**config.mk**
```make
export PLATFORM = sky130hd
export DESIGN_NAME = utf8_to_ucs2_stream_decoder
export DESIGN_NICKNAME = d
export VERILOG_FILES = /design/src/design/u2u_pkg.sv /design/src/design/u2u_classify.sv /design/src/design/u2u_fifo.sv /design/src/design/u2u_assemble.sv /design/src/design/utf8_to_ucs2_stream_decoder.sv
export SDC_FILE = /design/constraint.sdc
export NUM_CORES = 1
export LEC_CHECK = 0
export BUFFER_PORTS_ARGS = -buffer_cell sky130_fd_sc_hd__buf_4
export CORE_ASPECT_RATIO = 0.75
export CORE_MARGIN = 2
export CORE_UTILIZATION = 45
export CTS_BUF_LIST = sky130_fd_sc_hd__clkbuf_16
export DETAILED_ROUTE_END_ITERATION = 8
export GPL_ROUTABILITY_DRIVEN = 0
export PLACE_DENSITY = 0.72
export SETUP_SLACK_MARGIN = 0.3
export SLEW_MARGIN = 20
export SYNTH_ARGS = -nofsm -noshare
export SYNTH_HDL_FRONTEND = slang
export SYNTH_SLANG_ARGS = --single-unit
```
**constraint.sdc**
```tcl
create_clock -name clk_i -period 6.97 [get_ports clk_i]
set_input_delay 0.697 -clock clk_i [delete_from_list [all_inputs] [get_ports clk_i]]
set_output_delay 0.697 -clock clk_i [all_outputs]
set_load 0.01 [all_outputs]
```
**src/design/u2u_pkg.sv**
```systemverilog
// Shared types and constants for the UTF-8 to UCS-2 stream decoder.
// No dependencies; used by every module of the decoder.
`default_nettype none

package u2u_pkg;

  localparam int unsigned QueueDepth = 2;

  // Lead/continuation masks of the UTF-8 byte layout
  localparam logic [7:0] AsciiLimit = 8'h80;
  localparam logic [7:0] Lead3Mask  = 8'hE0;
  localparam logic [7:0] Lead2Mask  = 8'hC0;

  typedef enum logic [2:0] {
    ClsZero,
    ClsAscii,
    ClsCont,
    ClsLead2,
    ClsLead3
  } byte_class_e;

  typedef struct packed {
    byte_class_e cls;
    logic [7:0]  text_byte;
  } q_entry_t;

endpackage

`default_nettype wire

```
**src/design/u2u_classify.sv**
```systemverilog
// Front end: tags each incoming byte with its UTF-8 class before queueing.
// Depends on u2u_pkg.
`default_nettype none

module u2u_classify (
  input  wire logic [7:0]        text_byte_i,
  output u2u_pkg::q_entry_t      entry_o
);

  u2u_pkg::byte_class_e cls;

  always_comb begin
    if (text_byte_i == 8'h00) begin
      cls = u2u_pkg::ClsZero;
    end else if (text_byte_i < u2u_pkg::AsciiLimit) begin
      cls = u2u_pkg::ClsAscii;
    end else if ((text_byte_i & u2u_pkg::Lead3Mask) == u2u_pkg::Lead3Mask) begin
      cls = u2u_pkg::ClsLead3;
    end else if ((text_byte_i & u2u_pkg::Lead2Mask) == u2u_pkg::Lead2Mask) begin
      cls = u2u_pkg::ClsLead2;
    end else begin
      cls = u2u_pkg::ClsCont;
    end
  end

  assign entry_o.cls       = cls;
  assign entry_o.text_byte = text_byte_i;

endmodule

`default_nettype wire

```
**src/design/u2u_fifo.sv**
```systemverilog
// Short queue between the classifier and the assembler.
// Depends on u2u_pkg for the entry type.
`default_nettype none

module u2u_fifo #(
  parameter int unsigned Depth = u2u_pkg::QueueDepth
) (
  input  wire logic              clk_i,
  input  wire logic              rst_ni,
  input  wire logic              push_i,
  input  u2u_pkg::q_entry_t      push_data_i,
  output logic                   full_o,
  input  wire logic              pop_i,
  output logic                   empty_o,
  output u2u_pkg::q_entry_t      head_o
);

  localparam int unsigned PtrW = (Depth > 1) ? $clog2(Depth) : 1;
  localparam int unsigned CntW = $clog2(Depth + 1);

  u2u_pkg::q_entry_t mem_q [Depth];
  logic [PtrW-1:0] wr_ptr_q, wr_ptr_d, rd_ptr_q, rd_ptr_d;
  logic [CntW-1:0] count_q, count_d;
  logic            do_push, do_pop;

  assign full_o  = (count_q == CntW'(Depth));
  assign empty_o = (count_q == '0);
  assign do_push = push_i && !full_o;
  assign do_pop  = pop_i && !empty_o;
  assign head_o  = mem_q[rd_ptr_q];

  always_comb begin
    wr_ptr_d = wr_ptr_q;
    rd_ptr_d = rd_ptr_q;
    count_d  = count_q;
    if (do_push) begin
      wr_ptr_d = (wr_ptr_q == PtrW'(Depth - 1)) ? '0 : wr_ptr_q + 1'b1;
    end
    if (do_pop) begin
      rd_ptr_d = (rd_ptr_q == PtrW'(Depth - 1)) ? '0 : rd_ptr_q + 1'b1;
    end
    if (do_push && !do_pop) begin
      count_d = count_q + 1'b1;
    end else if (do_pop && !do_push) begin
      count_d = count_q - 1'b1;
    end
  end

  always_ff @(posedge clk_i or negedge rst_ni) begin
    if (!rst_ni) begin
      wr_ptr_q <= '0;
      rd_ptr_q <= '0;
      count_q  <= '0;
    end else begin
      wr_ptr_q <= wr_ptr_d;
      rd_ptr_q <= rd_ptr_d;
      count_q  <= count_d;
    end
  end

  always_ff @(posedge clk_i) begin
    if (do_push) begin
      mem_q[wr_ptr_q] <= push_data_i;
    end
  end

endmodule

`default_nettype wire

```
**src/design/u2u_assemble.sv**
```systemverilog
// Back end: builds code units from queued bytes and holds the output register.
// Depends on u2u_pkg.
`default_nettype none

module u2u_assemble (
  input  wire logic              clk_i,
  input  wire logic              rst_ni,
  input  wire logic              q_valid_i,
  input  u2u_pkg::q_entry_t      q_head_i,
  output logic                   q_pop_o,
  output logic [15:0]            code_unit_o,
  output logic                   end_of_text_o,
  output logic                   dropped_partial_o,
  output logic                   out_valid_o,
  input  wire logic              out_ready_i
);

  logic [1:0]  pending_q, pending_d;
  logic [15:0] partial_q, partial_d;
  logic        out_valid_q;
  logic [15:0] unit_q, unit_d;
  logic        eot_q, eot_d, drop_q, drop_d;
  logic        emit;
  logic        slot_free;
  logic [7:0]  b;

  assign b         = q_head_i.text_byte;
  assign slot_free = !out_valid_q || out_ready_i;
  // beats that produce nothing drain even while the output is stalled
  assign q_pop_o   = q_valid_i && (slot_free || !emit);

  always_comb begin
    pending_d = pending_q;
    partial_d = partial_q;
    emit      = 1'b0;
    unit_d    = '0;
    eot_d     = 1'b0;
    drop_d    = 1'b0;
    if (q_head_i.cls == u2u_pkg::ClsZero) begin
      emit      = 1'b1;
      eot_d     = 1'b1;
      drop_d    = (pending_q != 2'd0);
      pending_d = 2'd0;
      partial_d = '0;
    end else if (pending_q == 2'd0) begin
      unique case (q_head_i.cls)
        u2u_pkg::ClsAscii: begin
          emit   = 1'b1;
          unit_d = {8'h00, b};
        end
        u2u_pkg::ClsLead3: begin
          partial_d = {b[3:0], 12'h000};
          pending_d = 2'd2;
        end
        u2u_pkg::ClsLead2: begin
          partial_d = {5'd0, b[4:0], 6'd0};
          pending_d = 2'd1;
        end
        default: begin
          // stray continuation: skipped
        end
      endcase
    end else if (pending_q != 2'd1) begin
      partial_d = partial_q | {4'd0, b[5:0], 6'd0};
      pending_d = 2'd1;
    end else begin
      emit      = 1'b1;
      unit_d    = partial_q | {10'd0, b[5:0]};
      pending_d = 2'd0;
      partial_d = '0;
    end
  end

  always_ff @(posedge clk_i or negedge rst_ni) begin
    if (!rst_ni) begin
      pending_q   <= 2'd0;
      partial_q   <= '0;
      out_valid_q <= 1'b0;
    end else begin
      if (q_pop_o) begin
        pending_q <= pending_d;
        partial_q <= partial_d;
      end
      if (q_pop_o && emit) begin
        out_valid_q <= 1'b1;
      end else if (out_ready_i) begin
        out_valid_q <= 1'b0;
      end
    end
  end

  always_ff @(posedge clk_i) begin
    if (q_pop_o && emit) begin
      unit_q <= unit_d;
      eot_q  <= eot_d;
      drop_q <= drop_d;
    end
  end

  assign out_valid_o       = out_valid_q;
  assign code_unit_o       = unit_q;
  assign end_of_text_o     = eot_q;
  assign dropped_partial_o = drop_q;

endmodule

`default_nettype wire

```
**src/design/utf8_to_ucs2_stream_decoder.sv**
```systemverilog
// UTF-8 to UCS-2 stream decoder, top level.
// Path: a code unit's last byte passes through the queue, then the code unit is held in the output register.
// Throughput: one byte per cycle while the queue is not full; the queue and the output register decouple stalls.
// Reset (rst_ni low, asynchronous): queue emptied, no sequence open, no result held.
// Depends on u2u_pkg, u2u_classify, u2u_fifo and u2u_assemble.
`default_nettype none

module utf8_to_ucs2_stream_decoder #(
  parameter int unsigned QueueDepth = u2u_pkg::QueueDepth
) (
  input  wire logic        clk_i,
  input  wire logic        rst_ni,
  input  wire logic        in_valid_i,
  output logic             in_ready_o,
  input  wire logic [7:0]  text_byte_i,
  output logic             out_valid_o,
  input  wire logic        out_ready_i,
  output logic [15:0]      code_unit_o,
  output logic             end_of_text_o,
  output logic             dropped_partial_o
);

  u2u_pkg::q_entry_t cls_entry, q_head;
  logic              q_full, q_empty, q_pop;

  u2u_classify u_classify (
    .text_byte_i (text_byte_i),
    .entry_o     (cls_entry)
  );

  u2u_fifo #(
    .Depth (QueueDepth)
  ) u_fifo (
    .clk_i       (clk_i),
    .rst_ni      (rst_ni),
    .push_i      (in_valid_i),
    .push_data_i (cls_entry),
    .full_o      (q_full),
    .pop_i       (q_pop),
    .empty_o     (q_empty),
    .head_o      (q_head)
  );

  assign in_ready_o = !q_full;

  u2u_assemble u_assemble (
    .clk_i             (clk_i),
    .rst_ni            (rst_ni),
    .q_valid_i         (!q_empty),
    .q_head_i          (q_head),
    .q_pop_o           (q_pop),
    .code_unit_o       (code_unit_o),
    .end_of_text_o     (end_of_text_o),
    .dropped_partial_o (dropped_partial_o),
    .out_valid_o       (out_valid_o),
    .out_ready_i       (out_ready_i)
  );

endmodule

`default_nettype wire
```
Word-level counts from Yosys, hierarchy flattened
Memories as Yosys holds them, arrays and structs flattened.
Index checks and enable logic that the tools add are counted.
W data, S select, Z words.
{"block": "totals", "memories": 1, "wordCells": 75, "reg_bits": 41, "mem_bits_rw": 22}
{"name": "u_fifo.mem_q", "depth": 2, "width": 11, "read_ports": 1, "rd_ports_with_merged_regs": 0, "wr": 1, "line_no": "u2u_fifo.sv:21", "text": "u2u_pkg::q_entry_t mem_q [Depth];"}
{"block": "classes", "muxes": 28, "reduce_logical": 22, "magnitude_cmp": 1, "n_addsub": 4, "eq_ne": 8, "bitwise_logic": 2}
{"op": "$mux W16", "count": 5}
{"op": "$pmux W16 S2", "count": 1}
{"op": "$or A16 B12 Y16", "count": 1}
{"op": "$or A16 B6 Y16", "count": 1}
{"op": "$mux W1", "count": 13}
{"op": "$mux W3", "count": 3}
{"op": "$logic_not A8 Y1", "count": 1}
{"op": "$lt A8 B8 Y1 const B", "count": 1}
{"op": "$mux W2", "count": 4}
{"op": "$mux W8", "count": 1}
{"op": "$eq A3 B3 Y1 const B", "count": 2}
{"op": "$logic_and A1 B1 Y1", "count": 6}
{"op": "$logic_not A1 Y1", "count": 6}
{"op": "$reduce_bool A2 Y1", "count": 3}
{"op": "$eq A2 B2 Y1 const B", "count": 2}
{"op": "$logic_not A2 Y1", "count": 2}
{"op": "$ne A4 B3 Y1 const B", "count": 1}
{"op": "$pmux W2 S2", "count": 1}
{"op": "$eq A3 B1 Y1 const B", "count": 1}
{"op": "$eq A3 B2 Y1 const B", "count": 1}
{"op": "$logic_not A3 Y1", "count": 1}
{"op": "$add A1 B1 Y1 const B", "count": 2}
{"op": "$add A2 B1 Y2 const B", "count": 1}
{"op": "$logic_or A1 B1 Y1", "count": 2}
{"op": "3 further kinds", "count": 3}

Longest topological paths before layout
An unclocked memory read counts as a cell.
{"block": "logic_depth", "depth_word": 12, "depth_mapped": 10}

Hierarchy
Synthesis repeated with hierarchy kept, for this count alone.
{"block": "unflattened", "hier_cells": 163, "hier_area_um2": 2421.1}
{"mod": "u2u_assemble", "seq_area_each_um2": 865.8, "area_per_inst_um2": 1308.8, "instances": 1, "cells_per_inst": 94}
{"mod": "u2u_fifo", "seq_area_each_um2": 760.7, "area_per_inst_um2": 1002.2, "instances": 1, "cells_per_inst": 53}
{"mod": "u2u_classify", "seq_area_each_um2": 0.0, "area_per_inst_um2": 102.6, "instances": 1, "cells_per_inst": 14}
{"mod": "utf8_to_ucs2_stream_decoder", "seq_area_each_um2": 0.0, "area_per_inst_um2": 7.5, "instances": 1, "cells_per_inst": 2}

Worst setup path before layout
No wires, ideal clock.
{"block": "synth_timing", "path_kind": "register to register", "from": "register u_fifo.rd_ptr_q", "to": "register u_assemble.unit_q[0], in the netlist u_assemble.code_unit_o[0], enable pin", "period_less_slack_ps": 2588, "n_path_buf": 1, "arrival_time_ps": 2188, "path_stages_with_launch": 6, "slack_ps": 4382, "required_ps": 6569, "cell_sequence": "dfrtp_1 -> buf_6 -> or4b_1 -> nand2_1 -> o21ai_1 -> a21oi_1"}
{"block": "synth_via", "elab_chain_cells": 9, "elab_cells_between_ends": 10, "cone_classes": "eq/ne (1); mux (3); reduce/logical (5); memory (1)"}
{"item": "start: declaration", "line_no": "u2u_fifo.sv:22", "text": "logic [PtrW-1:0] wr_ptr_q, wr_ptr_d, rd_ptr_q, rd_ptr_d;"}
{"item": "start signal: assignment", "line_no": "u2u_fifo.sv:56", "text": "rd_ptr_q <= rd_ptr_d;"}
{"item": "$mem_v2 Z2 W11 (*)"}
{"item": "$eq A3 B1 Y1", "line_no": "u2u_assemble.sv:46", "text": "unique case (q_head_i.cls)"}
{"item": "$mux W1", "line_no": "u2u_assemble.sv:46"}
{"item": "$mux W1", "line_no": "u2u_assemble.sv:45", "text": "end else if (pending_q == 2'd0) begin"}
{"item": "$mux W1 (*)", "line_no": "u2u_assemble.sv:39", "text": "if (q_head_i.cls == u2u_pkg::ClsZero) begin"}
{"item": "$logic_not A1 Y1", "line_no": "u2u_assemble.sv:30", "text": "assign q_pop_o = q_valid_i && (slot_free || !emit);"}
{"item": "$logic_or A1 B1 Y1", "line_no": "u2u_assemble.sv:30"}
{"item": "$logic_and A1 B1 Y1", "line_no": "u2u_assemble.sv:30"}
{"item": "$logic_and A1 B1 Y1 (*)", "line_no": "u2u_assemble.sv:93", "text": "if (q_pop_o && emit) begin"}
{"item": "end signal: assignment", "line_no": "u2u_assemble.sv:94", "text": "unit_q <= unit_d;"}
{"item": "end: declaration", "line_no": "u2u_assemble.sv:21", "text": "logic [15:0] unit_q, unit_d;"}
Mark *: on every way between the ends. The rest lies on a longest branch, timed or not.
A chain may end at the register's enable or synchronous reset.

Worst setup path in the final report
{"block": "layout_timing", "from": "register u_fifo.rd_ptr_q", "to": "register u_assemble.unit_q[4], in the netlist u_assemble.code_unit_o[4], enable pin"}
The elaborated chain is that of the path after synthesis.

==> out/results.tsv <==
metric	value	unit
core_area	4950	µm²
synth_commonest_cells	40 x edfxtp_1, 17 x dfrtp_1, 13 x inv_1, 13 x nor2_1, 8 x and2_1	
start_util	0.472	
ys_seq_elements	57	
yosys.area_share.simple	0.105	
synthXorXnorAreaFrac	0.0187	
p_int	990	µW
combinationalPowerShare	0.290	
rrSetupSlack	4.21	ns
synth_top_family_by_area	compound AO/OA/AOI/OAI gates	
synth-compound-area-share	0.109	
postCtsResizedCells	0	
synth_edf_count	40	
synth.distinct_cells	41	
grt_start_max_net_pins	20	
post-cts-setup-buffers	0	
hpwl	2.97	mm
wirelength	4.32	mm
rsz0062_at_grt	no	
min_path_type	in2async	
cts_num_sinks	57	
synthesis.nets	172	
clk_latency	0.32	ns
timing.critical_path.buf_inv	0	
ff_latch_area	1630	µm²
outcome	completed	
p_per_area	488	nW/µm²
fmax	362	MHz
finClkSkew	0.00543	ns
busiest_layer	met2	
ys_async_sr_fraction	0.298	
clkPwrFrac	0.313	
slowest_delay	0.80	ns
cts_buffers	9	
startpoint_type	flip-flop	
multi_input_area	643	µm²
synthTopCellsByArea	edfxtp_1 51%, dfrtp_1 18%, mux2i_1 2.6%, and2_1 2.1%, inv_1 2.1%	
cts.path.max_buffers	2	
dp.cells	248	
worst_path_max_delay_cell	a21oi_2	
use_met2	0.260	
power_leakage	1.25	nW
tightest_slew	1.06	ns
min_period	2.76	ns
chipHeight	66.5	µm
tritoncts	done	
ir_worst_vdd	0.000234	V
die_w	87.3	µm
synth_warnings	0	
fin_nets	212	
whs	0.228	ns
p_sw_frac	0.312	
grt-ovfl-total	0	
via_per_inst	5.39	
slew_headroom	0.294	
critical-path-top-delay-family	compound AO/OA/AOI/OAI gates	
maxCapViolations	0	
layout-drive-gt1-share	0.270	
gr-usage-all-layers	0.169	
dr.pass1.iters	5	
finalNonFillerCells	264	
drt_iter0_drc	118	
antenna_found_initial	0	
drtAntennaViolNets	0	
port_buffers	31	
drt-wirelength-per-cell	16.3	µm
r2r_end	u_assemble.code_unit_o[4]$_SDFFCE_PN0P_	
use_met1	0.209	
ys.flop_type	edfxtp_1	
cp_max_fo	19	
p_seq_frac	0.396	
path_cells	or4bb_1 > nand2_1 > o21ai_1 > a21oi_2	
p_sw	448	µW
rr_worst_depth	4	
yosysSeqAreaShare	0.695	
drc_errors	0	
synth_mux_area_frac	0.0353	
first_global_vias	1418	
n_antenna_cell	0	
fill_cells	380	
synth_most_common_cell	edfxtp_1	
end_kind	flip-flop	
syn_area	2340	µm²
crit_type	reg2reg	
avgSynthCellArea	14.7	µm²
root_buffer	clkbuf_16	
finalSetupViolCount	0	
rows	22	
r2r-start	u_fifo.rd_ptr_q$_DFFE_PN0P_	
timing.final.crit_share	0.396	
die_area	5800	µm²
cp.arrival	2.70	ns
cts_hold_buf	0	
cp.required	6.91	ns
num_vias	1423	
slew_viol_final	0	
area_growth_syn_to_layout	25.9	%
io_pins	32	
synth-adder-area-share	0.00534	
grt_first_pass_wirelength	6.98	mm
syn_inst	159	
yosysTopAreaCellShare	0.513	
grt_util_met3	0.0781	
clkTransAtPathRegs	0.05	ns
htree_levels	3	
synth_top_area_cell	edfxtp_1	
fin_setup_tns	0	ns
hold_viol_final	0	
## cells in the final DEF, fill, tap and decap left out, drive strengths merged, types with 3 or more instances in the layout
cell type and instances:
nor2 13, inv 15, edfxtp 40, o21ai 3, mux2i 6, xnor2 3, a21oi 3, nor3 5
clkinv 5, and2 8, o2bb2ai 5, nand2 4, dfrtp 17, buf 31, a22o 5, clkbuf 9
## sequential cells by signal, indices dropped and copies added (netlist names)
register	cells
u_fifo.mem_q	22
u_assemble.end_of_text_o	1
u_assemble.pending_q	2
u_assemble.partial_q	10
u_assemble.dropped_partial_o	1
u_assemble.code_unit_o	16
u_assemble.out_valid_o	1
u_fifo.wr_ptr_q	1
u_fifo.count_q	2
u_fifo.rd_ptr_q	1
## power groups by stage
stage / combinational [mW] / clock [mW] / sequential, mW
final: 0.417 / 0.451 / 0.570
after global routing: 0.457 / 0.476 / 0.582
after CTS: 0.418 / 0.458 / 0.571
after detailed placement: 0.417 / 0 / 0.575
after global placement: 0.402 / 0 / 0.569
after floorplan: 0.270 / 0 / 0.571
## metal layers
metal  vias to the layer above  share of wire
met5                         -              0
met4                         0          0.010
met3                         6          0.067
met2                        56           0.46
met1                       691           0.46
li1                        670              -
## worst max-delay path by stage
| stage | from | endpoint | cells after the start |
|---|---|---|---|
| after floorplan | u_fifo.rd_ptr_q$_DFFE_PN0P_ | u_assemble.code_unit_o[0]$_SDFFCE_PN0P_ | 5 |
| after global routing | u_fifo.rd_ptr_q$_DFFE_PN0P_ | u_assemble.code_unit_o[4]$_SDFFCE_PN0P_ | 4 |
| after CTS | u_fifo.rd_ptr_q$_DFFE_PN0P_ | u_assemble.code_unit_o[5]$_SDFFCE_PN0P_ | 4 |
| after global placement | u_fifo.rd_ptr_q$_DFFE_PN0P_ | u_assemble.code_unit_o[10]$_SDFFCE_PP0P_ | 4 |
| after detailed placement | u_fifo.rd_ptr_q$_DFFE_PN0P_ | u_assemble.code_unit_o[15]$_SDFFCE_PP0P_ | 4 |
| final | u_fifo.rd_ptr_q$_DFFE_PN0P_ | u_assemble.code_unit_o[4]$_SDFFCE_PN0P_ | 4 |
## per-stage QoR
stage | worst slack, ns | instance area (µm²) | util | power, mW
after CTS | 4.20 | 2950 | 0.595 | 1.45
after floorplan | 4.38 | 2340 | - | 0.841
after global routing | 4.02 | 2950 | 0.595 | 1.51
final | 4.21 | 2950 | 0.595 | 1.44
after global placement | 4.34 | 2640 | 0.532 | 0.972
after detailed placement | 4.20 | 2640 | 0.532 | 0.992
## area by class of cell
class / count / share of cell area
clock inverters: 7 / 0.0289
clock buffers: 9 / 0.0764
well taps: 60 / 0.0255
inverters: 15 / 0.0200
multi-input cells: 85 / 0.218
flip-flops and latches: 57 / 0.552
repair buffers: 31 / 0.0790
## cells by family (layout without fill, tap and decap cells)
| group | after synthesis | after routing |
|---|---|---|
| AO/OA/AOI/OAI | 30 | 30 |
| XOR/XNOR | 5 | 5 |
| AND/OR/NAND/NOR | 41 | 41 |
| multiplexers | 8 | 8 |
| adder cells (fa/ha/maj) | 1 | 1 |
| buffers and inverters | 17 | 62 |
| flip-flops | 57 | 57 |
Power figures use the tool's default switching activity.
